<file path="src/rtl/descriptor_slot_allocator_assert.svh">
// assertion macros for the descriptor slot allocator
// used by rtl/descriptor_slot_allocator.sv, no other dependencies
`ifndef DESCRIPTOR_SLOT_ALLOCATOR_ASSERT_SVH
`define DESCRIPTOR_SLOT_ALLOCATOR_ASSERT_SVH

// same-cycle implication, checked out of reset
`define DSA_ASSERT_IMPL(lbl, clk, rst_n, ante, cons, msg) \
  lbl: assert property (@(posedge clk) disable iff (!rst_n) (ante) |-> (cons)) \
    else $error(msg);

// next-cycle implication, checked out of reset
`define DSA_ASSERT_NEXT(lbl, clk, rst_n, ante, cons, msg) \
  lbl: assert property (@(posedge clk) disable iff (!rst_n) (ante) |=> (cons)) \
    else $error(msg);

`endif

</file>
<file path="src/rtl/dsa_pkg.sv">
// shared types and constants for the descriptor slot allocator
// no dependencies
package dsa_pkg;

  localparam int Depth       = 64;
  localparam int IdxW        = $clog2(Depth);
  localparam int HandleWidth = 32;

  typedef enum logic [1:0] {
    OpAdd    = 2'd0,
    OpGet    = 2'd1,
    OpRemove = 2'd2,
    OpMove   = 2'd3
  } op_e;

  typedef enum logic [2:0] {
    StsOk       = 3'd0,
    StsBadIndex = 3'd1,
    StsFull     = 3'd2,
    StsSrcEmpty = 3'd3,
    StsDstBusy  = 3'd4
  } status_e;

  typedef struct packed {
    op_e         opcode;
    logic [7:0]  slot_index;
    logic [7:0]  target_index;
    logic [31:0] handle;
  } dsa_req_t;

  typedef struct packed {
    status_e     status;
    logic [7:0]  given_index;
    logic [31:0] read_handle;
  } dsa_rsp_t;

endpackage

</file>
<file path="src/rtl/descriptor_slot_allocator.sv">
// a request is registered in StIdle; remove and requests rejected up front respond from StExec,
// get and move read the slot memory in StExec and respond from StRead; add scans up from the hint
// in StExec until a free slot or the last slot; the free-slot scan tests one slot per cycle
// one request at a time: in_ready_o returns as soon as the response is registered
// reset clears all occupancy flags and the hint at once; slot memory needs no clearing pass
// the slot memory is an array with one write port and one registered read port
module descriptor_slot_allocator
  import dsa_pkg::*;
(
  input  logic     clk_i,
  input  logic     rst_ni,
  input  logic     in_valid_i,
  output logic     in_ready_o,
  input  dsa_req_t in_data_i,
  output logic     out_valid_o,
  input  logic     out_ready_i,
  output dsa_rsp_t out_data_o
);

`include "descriptor_slot_allocator_assert.svh"

  typedef enum logic [1:0] {
    StIdle,
    StExec,
    StRead
  } state_e;

  state_e            state_q, state_d;
  dsa_req_t          item_q, item_d;
  logic [IdxW-1:0]   scan_q, scan_d;
  logic [IdxW-1:0]   hint_q, hint_d;
  logic [Depth-1:0]  occ_q, occ_d;
  logic              out_valid_q, out_valid_d;
  dsa_rsp_t          out_q, out_d;

  logic [HandleWidth-1:0] mem [Depth];
  logic [HandleWidth-1:0] rdata_q;
  logic                   mem_we;
  logic [IdxW-1:0]        mem_waddr;
  logic [HandleWidth-1:0] mem_wdata;

  logic            out_free;
  logic            src_ok, dst_ok;
  logic [IdxW-1:0] src_idx, dst_idx;
  logic [IdxW-1:0] hint_rel;
  logic [Depth-1:0] below_hint;

  assign in_ready_o  = (state_q == StIdle);
  assign out_valid_o = out_valid_q;
  assign out_data_o  = out_q;

  assign out_free = !out_valid_q || out_ready_i;
  assign src_ok   = 32'(item_q.slot_index) < Depth;
  assign dst_ok   = 32'(item_q.target_index) < Depth;
  assign src_idx  = item_q.slot_index[IdxW-1:0];
  assign dst_idx  = item_q.target_index[IdxW-1:0];
  // hint after releasing the source slot
  assign hint_rel = (src_idx < hint_q) ? src_idx : hint_q;

  always_comb begin
    for (int j = 0; j < Depth; j++) begin
      below_hint[j] = j < int'(hint_q);
    end
  end

  always_comb begin
    state_d     = state_q;
    item_d      = item_q;
    scan_d      = scan_q;
    hint_d      = hint_q;
    occ_d       = occ_q;
    out_valid_d = out_valid_q && !out_ready_i;
    out_d       = out_q;
    mem_we      = 1'b0;
    mem_waddr   = scan_q;
    mem_wdata   = HandleWidth'(item_q.handle);

    case (state_q)
      StIdle: begin
        if (in_valid_i) begin
          item_d  = in_data_i;
          scan_d  = hint_q;
          state_d = StExec;
        end
      end
      StExec: begin
        case (item_q.opcode)
          OpAdd: begin
            if (!occ_q[scan_q]) begin
              if (out_free) begin
                mem_we         = 1'b1;
                occ_d[scan_q]  = |item_q.handle;
                hint_d         = scan_q;
                out_d          = '{status: StsOk, given_index: 8'(scan_q), read_handle: '0};
                out_valid_d    = 1'b1;
                state_d        = StIdle;
              end
            end else if (scan_q == IdxW'(Depth - 1)) begin
              if (out_free) begin
                out_d       = '{status: StsFull, given_index: '0, read_handle: '0};
                out_valid_d = 1'b1;
                state_d     = StIdle;
              end
            end else begin
              scan_d = scan_q + 1'b1;
            end
          end
          OpGet: begin
            if (!src_ok) begin
              if (out_free) begin
                out_d       = '{status: StsBadIndex, given_index: '0, read_handle: '0};
                out_valid_d = 1'b1;
                state_d     = StIdle;
              end
            end else begin
              state_d = StRead;
            end
          end
          OpRemove: begin
            if (out_free) begin
              if (!src_ok) begin
                out_d = '{status: StsBadIndex, given_index: '0, read_handle: '0};
              end else begin
                occ_d[src_idx] = 1'b0;
                hint_d         = hint_rel;
                out_d          = '{status: StsOk, given_index: '0, read_handle: '0};
              end
              out_valid_d = 1'b1;
              state_d     = StIdle;
            end
          end
          default: begin
            if (!src_ok || !dst_ok || !occ_q[src_idx] || occ_q[dst_idx]) begin
              if (out_free) begin
                if (!src_ok || !dst_ok) begin
                  out_d = '{status: StsBadIndex, given_index: '0, read_handle: '0};
                end else if (!occ_q[src_idx]) begin
                  out_d = '{status: StsSrcEmpty, given_index: '0, read_handle: '0};
                end else begin
                  out_d = '{status: StsDstBusy, given_index: '0, read_handle: '0};
                end
                out_valid_d = 1'b1;
                state_d     = StIdle;
              end
            end else begin
              state_d = StRead;
            end
          end
        endcase
      end
      StRead: begin
        if (out_free) begin
          if (item_q.opcode == OpGet) begin
            out_d = '{status: StsOk, given_index: '0,
                      read_handle: occ_q[src_idx] ? 32'(rdata_q) : '0};
          end else begin
            // move: copy source data into the free target, then release the source
            mem_we         = 1'b1;
            mem_waddr      = dst_idx;
            mem_wdata      = rdata_q;
            occ_d[dst_idx] = 1'b1;
            occ_d[src_idx] = 1'b0;
            hint_d         = hint_rel;
            out_d          = '{status: StsOk, given_index: '0, read_handle: '0};
          end
          out_valid_d = 1'b1;
          state_d     = StIdle;
        end
      end
      default: begin
        state_d = StIdle;
      end
    endcase
  end

  always_ff @(posedge clk_i or negedge rst_ni) begin
    if (!rst_ni) begin
      state_q     <= StIdle;
      scan_q      <= '0;
      hint_q      <= '0;
      occ_q       <= '0;
      out_valid_q <= 1'b0;
      out_q       <= '0;
    end else begin
      state_q     <= state_d;
      scan_q      <= scan_d;
      hint_q      <= hint_d;
      occ_q       <= occ_d;
      out_valid_q <= out_valid_d;
      out_q       <= out_d;
    end
  end

  always_ff @(posedge clk_i) begin
    item_q <= item_d;
  end

  // slot memory, entries are meaningful only where the occupancy flag is set
  always_ff @(posedge clk_i) begin
    if (mem_we) begin
      mem[mem_waddr] <= mem_wdata;
    end
    rdata_q <= mem[src_idx];
  end

  `DSA_ASSERT_NEXT(a_accept_leaves_idle, clk_i, rst_ni, in_valid_i && in_ready_o,
    state_q != StIdle, "accepted transaction did not start")
  `DSA_ASSERT_IMPL(a_hint_below_free, clk_i, rst_ni, 1'b1,
    (occ_q & below_hint) == below_hint, "free slot found below search hint")
  `DSA_ASSERT_IMPL(a_full_fields_zero, clk_i, rst_ni, out_valid_q && out_q.status == StsFull,
    out_q.given_index == '0 && out_q.read_handle == '0, "full response carries data")
  `DSA_ASSERT_NEXT(a_stalled_rsp_kept, clk_i, rst_ni, out_valid_q && !out_ready_i,
    out_valid_q && $stable(out_q), "stalled response lost")

endmodule

</file>
<file path="config.mk">
export PLATFORM = sky130hd
export DESIGN_NAME = descriptor_slot_allocator
export DESIGN_NICKNAME = d
export VERILOG_FILES = /design/src/rtl/dsa_pkg.sv /design/src/rtl/descriptor_slot_allocator.sv
export VERILOG_INCLUDE_DIRS = /design/src /design/src/rtl
export SDC_FILE = /design/constraint.sdc
export NUM_CORES = 2
export LEC_CHECK = 0
export BUFFER_PORTS_ARGS = -buffer_cell sky130_fd_sc_hd__buf_2
export CELL_PAD_IN_SITES_DETAIL_PLACEMENT = 0
export CELL_PAD_IN_SITES_GLOBAL_PLACEMENT = 1
export CORE_UTILIZATION = 40
export DETAILED_ROUTE_END_ITERATION = 10
export PLACE_DENSITY = 0.69
export SETUP_SLACK_MARGIN = 0.5
export SYNTH_ARGS = -nofsm -noshare
export SYNTH_HDL_FRONTEND = slang
export SYNTH_SLANG_ARGS = --single-unit
</file>
<file path="constraint.sdc">
create_clock -name clk_i -period 7.8 [get_ports clk_i]
set_input_delay 0.78 -clock clk_i [delete_from_list [all_inputs] [get_ports clk_i]]
set_output_delay 0.78 -clock clk_i [all_outputs]
set_load 0.02 [all_outputs]
</file>
=== Word level (Yosys, flattened, before mapping) ===
Memories as Yosys holds them, arrays and structs flattened. A register that Yosys moved wholly into a read port is not among the register bits.
Cells that the tools add are included.

* Input port bits: 54
* Memories: 1
* Flip-flop bits (word level): 172
* Output and inout bits: 45
* RAM bits: 2048
* Logic and storage cells: 154

* Bitwise operators: 4
* Add/subtract/negate cells: 1
* Order comparisons: 9
* Equal/unequal tests: 23
* Multiplexer cells: 81
* Reduce and logical (&&, ||, !) cells: 23

{| class="wikitable"
|+ Memory list
! name !! words !! bits a word !! read ports !! clocked after memory_dff !! wr ports !! line !! text
|-
| mem || 64 || 32 || 1 || 1 || 1 || descriptor_slot_allocator.sv:36 || <nowiki>logic [HandleWidth-1:0] mem [Depth];</nowiki>
|}

{| class="wikitable"
|+ Operators with widths
! kind !! count
|-
| 43-bit 2-to-1 mux || 12
|-
| 64-bit 2-to-1 mux || 6
|-
| 64-bit case mux with 2 select lines || 2
|-
| 32-bit 2-to-1 mux || 5
|-
| 43-bit case mux with 3 select lines || 1
|-
| 64-bit AND || 2
|-
| 43-bit case mux with 2 select lines || 1
|-
| 6-bit 2-to-1 mux || 14
|-
| 64-bit bitwise mux || 1
|-
| 64-bit inverter || 1
|-
| 64-bit bitwise OR || 1
|-
| 41-bit 2-to-1 mux || 1
|-
| 6-bit case mux with 2 select lines || 3
|-
| 32-bit OR reduction || 1
|-
| 6-bit by 7-bit less-than comparator with 1-bit output, second input constant || 3
|-
| 3-bit != test, second input constant || 7
|-
| 1-bit binary-select mux with 6-bit select || 3
|-
| 1-bit demux with 6-bit select || 3
|-
| 6-bit by 1-bit >= comparator with 1-bit output, second input constant || 3
|-
| 1-bit 2-to-1 mux || 18
|-
| 8-bit by 7-bit less-than comparator with 1-bit output, second input constant || 2
|-
| 4-bit != test, second input constant || 4
|-
| 2-bit 2-to-1 mux || 6
|-
| 2-bit != test, second input constant || 6
|-
| 18 further kinds || 35
|}

=== Longest topological paths before layout ===
* Word-level depth: 10
* Gate-level depth with buffers: 13
* Gate-level depth less buffers: 9

=== Least setup slack after synthesis ===
OpenSTA, ideal clock, no wires.

* Path type: register to register
* Start: register scan_q[0]
* End: memory mem[0][0] (enable)
* Library setup time: 421 ps
* Data required time: 7379 ps
* Arrival: 3937 ps
* Slack: 3441 ps
* Buffers on the path: 2
* Cell stages (with the launch flop): 11
* Period minus slack after synthesis: 4359 ps
* Path through: dfrtp_1 -> buf_2 -> buf_6 -> mux4_2 -> nor3b_1 -> a31oi_1 -> o2111ai_1 -> or3_1 -> o21ai_2 -> nand4_1 -> nor2_1

* Word-level cells in the longest chain between the ends: 7
* Elaborated cells between the ends (all ways): 10
* Those cells by class: mux (10)

{| class="wikitable"
|+ Ends and longest elaborated chain
! element !! line !! text
|-
| from (decl) || descriptor_slot_allocator.sv:30 || <nowiki>logic [IdxW-1:0] scan_q, scan_d;</nowiki>
|-
| from (signal assigned) || descriptor_slot_allocator.sv:186 || <nowiki>scan_q <= scan_d;</nowiki>
|-
| 1-bit binary-select mux with 6-bit select || descriptor_slot_allocator.sv:89 || <nowiki>if (!occ_q[scan_q]) begin</nowiki>
|-
| 1-bit 2-to-1 mux (not written as such) || descriptor_slot_allocator.sv:89 ||
|-
| 1-bit 2-to-1 mux || descriptor_slot_allocator.sv:89 ||
|-
| 1-bit 2-to-1 mux || descriptor_slot_allocator.sv:87 || <nowiki>case (item_q.opcode)</nowiki>
|-
| 1-bit case mux with 2 select lines || descriptor_slot_allocator.sv:78 || <nowiki>case (state_q)</nowiki>
|-
| 1-bit 2-to-1 mux || descriptor_slot_allocator.sv:200 || <nowiki>if (mem_we) begin</nowiki>
|-
| 1-bit 2-to-1 mux (not written as such) || descriptor_slot_allocator.sv:201 || <nowiki>mem[mem_waddr] <= mem_wdata;</nowiki>
|-
| to (decl) || descriptor_slot_allocator.sv:36 ||
|}

Several ways; a longest one is shown, not always the timed one. The select of a mux whose other input is x is not followed.

=== Worst setup path after layout ===
* Start: register scan_q[2]
* End: memory mem[61][5] (enable)

The elaborated chain is that of the path after synthesis.

==> results.yml <==
placement:
  place_congestion: 0.931
  numPortBuffers: 96
  dp.cells: 7838
  post-dp-hpwl_um: 173000
synthesis:
  syn-cell-area_um2: 86000
  synth_compound_area_share_pct: 13.9
  ys_ff_latch: 2250
  yosysMostFrequentCell: "edfxtp_1"
  async_flop_share_pct: 5.33
  synthCells: 5147
  synth-simple-area-share_pct: 3.18
  synth_edf_count: 2098
  yosysUniqueCellTypes: 79
  synth_area_leaders: "edfxtp_1 73%, a22oi_1 5.7%, dfrtp_1 3.5%, a221oi_1 1.7%, mux2i_1 1.6%"
  yosys.area.top_type: "edfxtp_1"
  synth_adder_area_share_pct: 0.145
  synth_warnings: 0
  yosys.area.top_type_share_pct: 73.2
  synth_top_family_by_area: "compound AO/OA/AOI/OAI gates"
  synth.area.mux_share_pct: 3.28
  dominantRegCellSynth: "edfxtp_1"
  yosys-top-cells-count: "2,098 x edfxtp_1, 655 x a22oi_1, 245 x clkbuf_1, 219 x nor2_1, 188 x a31oi_1"
  postSynthAreaPerCell_um2: 16.7
  synth_xor_xnor_area_share_pct: 0
  yosysSeqAreaShare_pct: 77.5
cells_and_area:
  final_cells: 8251
  fin_nets: 5302
  area_growth_pct: 13.8
  drive_gt1_share_pct: 14.5
global_routing:
  grt_pass1_wl_um: 407000
  grt_pass1_vias: 49869
  grt_max_degree: 105
  antenna_found_initial: 27
  grt.total_usage_pct: 26.6
  overflow: 0
clock_network:
  holdBufCountCts: 1
  cts_inserted_buffers: 218
  cts_max_path_buffers: 3
  cts_tree: "yes"
  cts_root_buf: "clkbuf_16"
  cts_setup_buffers: 0
  insertion_delay_ps: 870
  clkTransAtPathRegs_ps: 60
  cts_resized: 0
  ctsHtreeMaxLevel: 4
  clkSinkCount: 2250
sta:
  tightest_slew_ps: 1440
  min_period_ps: 5460
  max_freq_mhz: 183
  maxSlewHeadroom_pct: 3.76
  finalSetupViolations: 0
  maxSlewViolCount: 0
  hold_viol: 0
  clock_skew_ps: 51.1
  fin_setup_tns_ps: 0
  grt_setup_unrepaired: "false"
  period_share_pct: 70.0
floorplan:
  die_y_um: 466
  dieWidth_um: 466
  start_util_pct: 40.4
  design.die.area_um2: 217000
  core_um2: 213000
  rows: 169
  ios: 99
status:
  status: "complete, no violations"
detailed_routing:
  firstDrtPassIters: 6
  top_layer: "met5"
  drc: 0
  vias: 53335
  avgViaCountPerCell: 6.46
  dr_wl_met3_um: 39300
  dr.first_iter.drc_count: 8595
  wl_met2_um: 130000
  finalWirelength_um: 295000
  ant_nets: 0
  wl_per_cell_um: 35.8
  m1WireLength_um: 113000
worst_setup_path:
  startpoint_type: "flop"
  cp-startpoint: "scan_q[2]"
  reg2reg_from: "scan_q[2]"
  path_class: "reg2reg"
  arrival_ps: 5900
  cp_max_fo: 32
  endpoint_kind: "flop"
  crit_required_ps: 8230
power:
  pwr-share-seq_pct: 47.3
  power.total_mw: 30.7
  p_int_mw: 21.4
  p_per_area_nw_per_um2: 314
  p_switching_mw: 9.28
  p_clk_share_pct: 35.0
  peakVddDrop_uv: 227
  p_leak_nw: 30.5
  power_switching_share_pct: 30.2
  pwr-share-comb_pct: 17.7
worst_hold_path:
  min_from: "in_data_i[45]"
  hp-class: "in2reg"
run:
  drv_cap: 0
==> per-stage QoR <==
step	hold WS, ps	instance area (µm²)	setup WS, ps	util (%)
3_5_place_dp	467	90600	2500	42.5
2_1_floorplan	431	86000	3440	-
3_3_place_gp	466	90500	2540	42.5
4_1_cts	42.7	97800	2450	45.9
6_report	96.6	97900	2340	46.0
5_1_grt	69.7	97800	2210	46.0
==> worst paths after layout <==
path | to | slack, ps | depth (start not counted)
hold / removal | item_q[45] | 100 | 1
min in group asynchronous | out_data_o[4] | 410 | 2
setup / recovery | mem[61][5] | 2340 | 10
max in group asynchronous | occ_q[62] | 5550 | 4
hold reg to reg | out_data_o[10] | 470 | 2
setup reg to reg | mem[61][5] | 2340 | 10
==> metal layers <==
metal	vias up	track usage, %
met4	12	11.2
li1	21573	-
met1	27424	36.4
met2	3767	39.5
met5	-	0
met3	559	7.97
==> logic make-up (layout without fill, tap and decap cells) <==
logic type | after synthesis | count (layout)
AO/OA/AOI/OAI | 1635 | 1635
adder cells (fa/ha/maj) | 10 | 10
buffers and inverters | 426 | 705
flip-flops | 2250 | 2250
multiplexers | 251 | 251
other | 1 | 5
AND/OR/NAND/NOR | 574 | 574
==> cell usage in the layout (no fill, tap or decap), types with 60 or more instances in the layout <==
master,count
a21oi_1,176
a221oi_1,167
a22o_1,123
a22oi_1,655
a31oi_1,188
buf_2,95
buf_4,125
clkbuf_16,220
dfrtp_1,120
edfxtp_1,2098
mux2i_1,139
nand2_1,118
nor2_1,149
nor2_4,68
o21ai_0,70
o22ai_1,60
==> final cells by class <==
| cell class | count | area, µm² |
|---|---|---|
| well taps | 2821 | 3530 |
| repair buffers | 237 | 1740 |
| clock inverters | 138 | 1480 |
| fillers | 18024 | 115000 |
| inverters | 59 | 221 |
| flip-flops and latches | 2250 | 66600 |
| multi-input cells | 2472 | 18500 |
| clock buffers | 271 | 5790 |
| diodes | 3 | 7.51 |
==> sequential cells by signal (all words and copies together) (netlist names) <==
signal and count:
occ_q 64, out_data_o 41, dst_idx 6, item_q 44, out_valid_o 1, scan_q 6, mem 2048, hint_q 6
rdata_q 32, state_q 2
==> power groups by stage <==
stage	Sequential [mW]	Combinational [mW]	Clock [mW]
after global routing	14.5	5.57	11.2
after global placement	14.7	5.20	0
after floorplan	14.4	2.85	0
after detailed placement	14.7	5.25	0
after CTS	14.5	5.26	10.8
final	14.5	5.43	10.7
==> critical path, stage by stage (launching register included) <==
cell and delay [ps]:
dfrtp_1 710, buf_4 340, and3b_1 430, a22o_1 330
o31ai_1 320, o2111ai_1 280, or3_1 460, o21ai_2 410
nand4_1 390, buf_4 380, nor2_4 950
(Power assumes the default switching activity.)
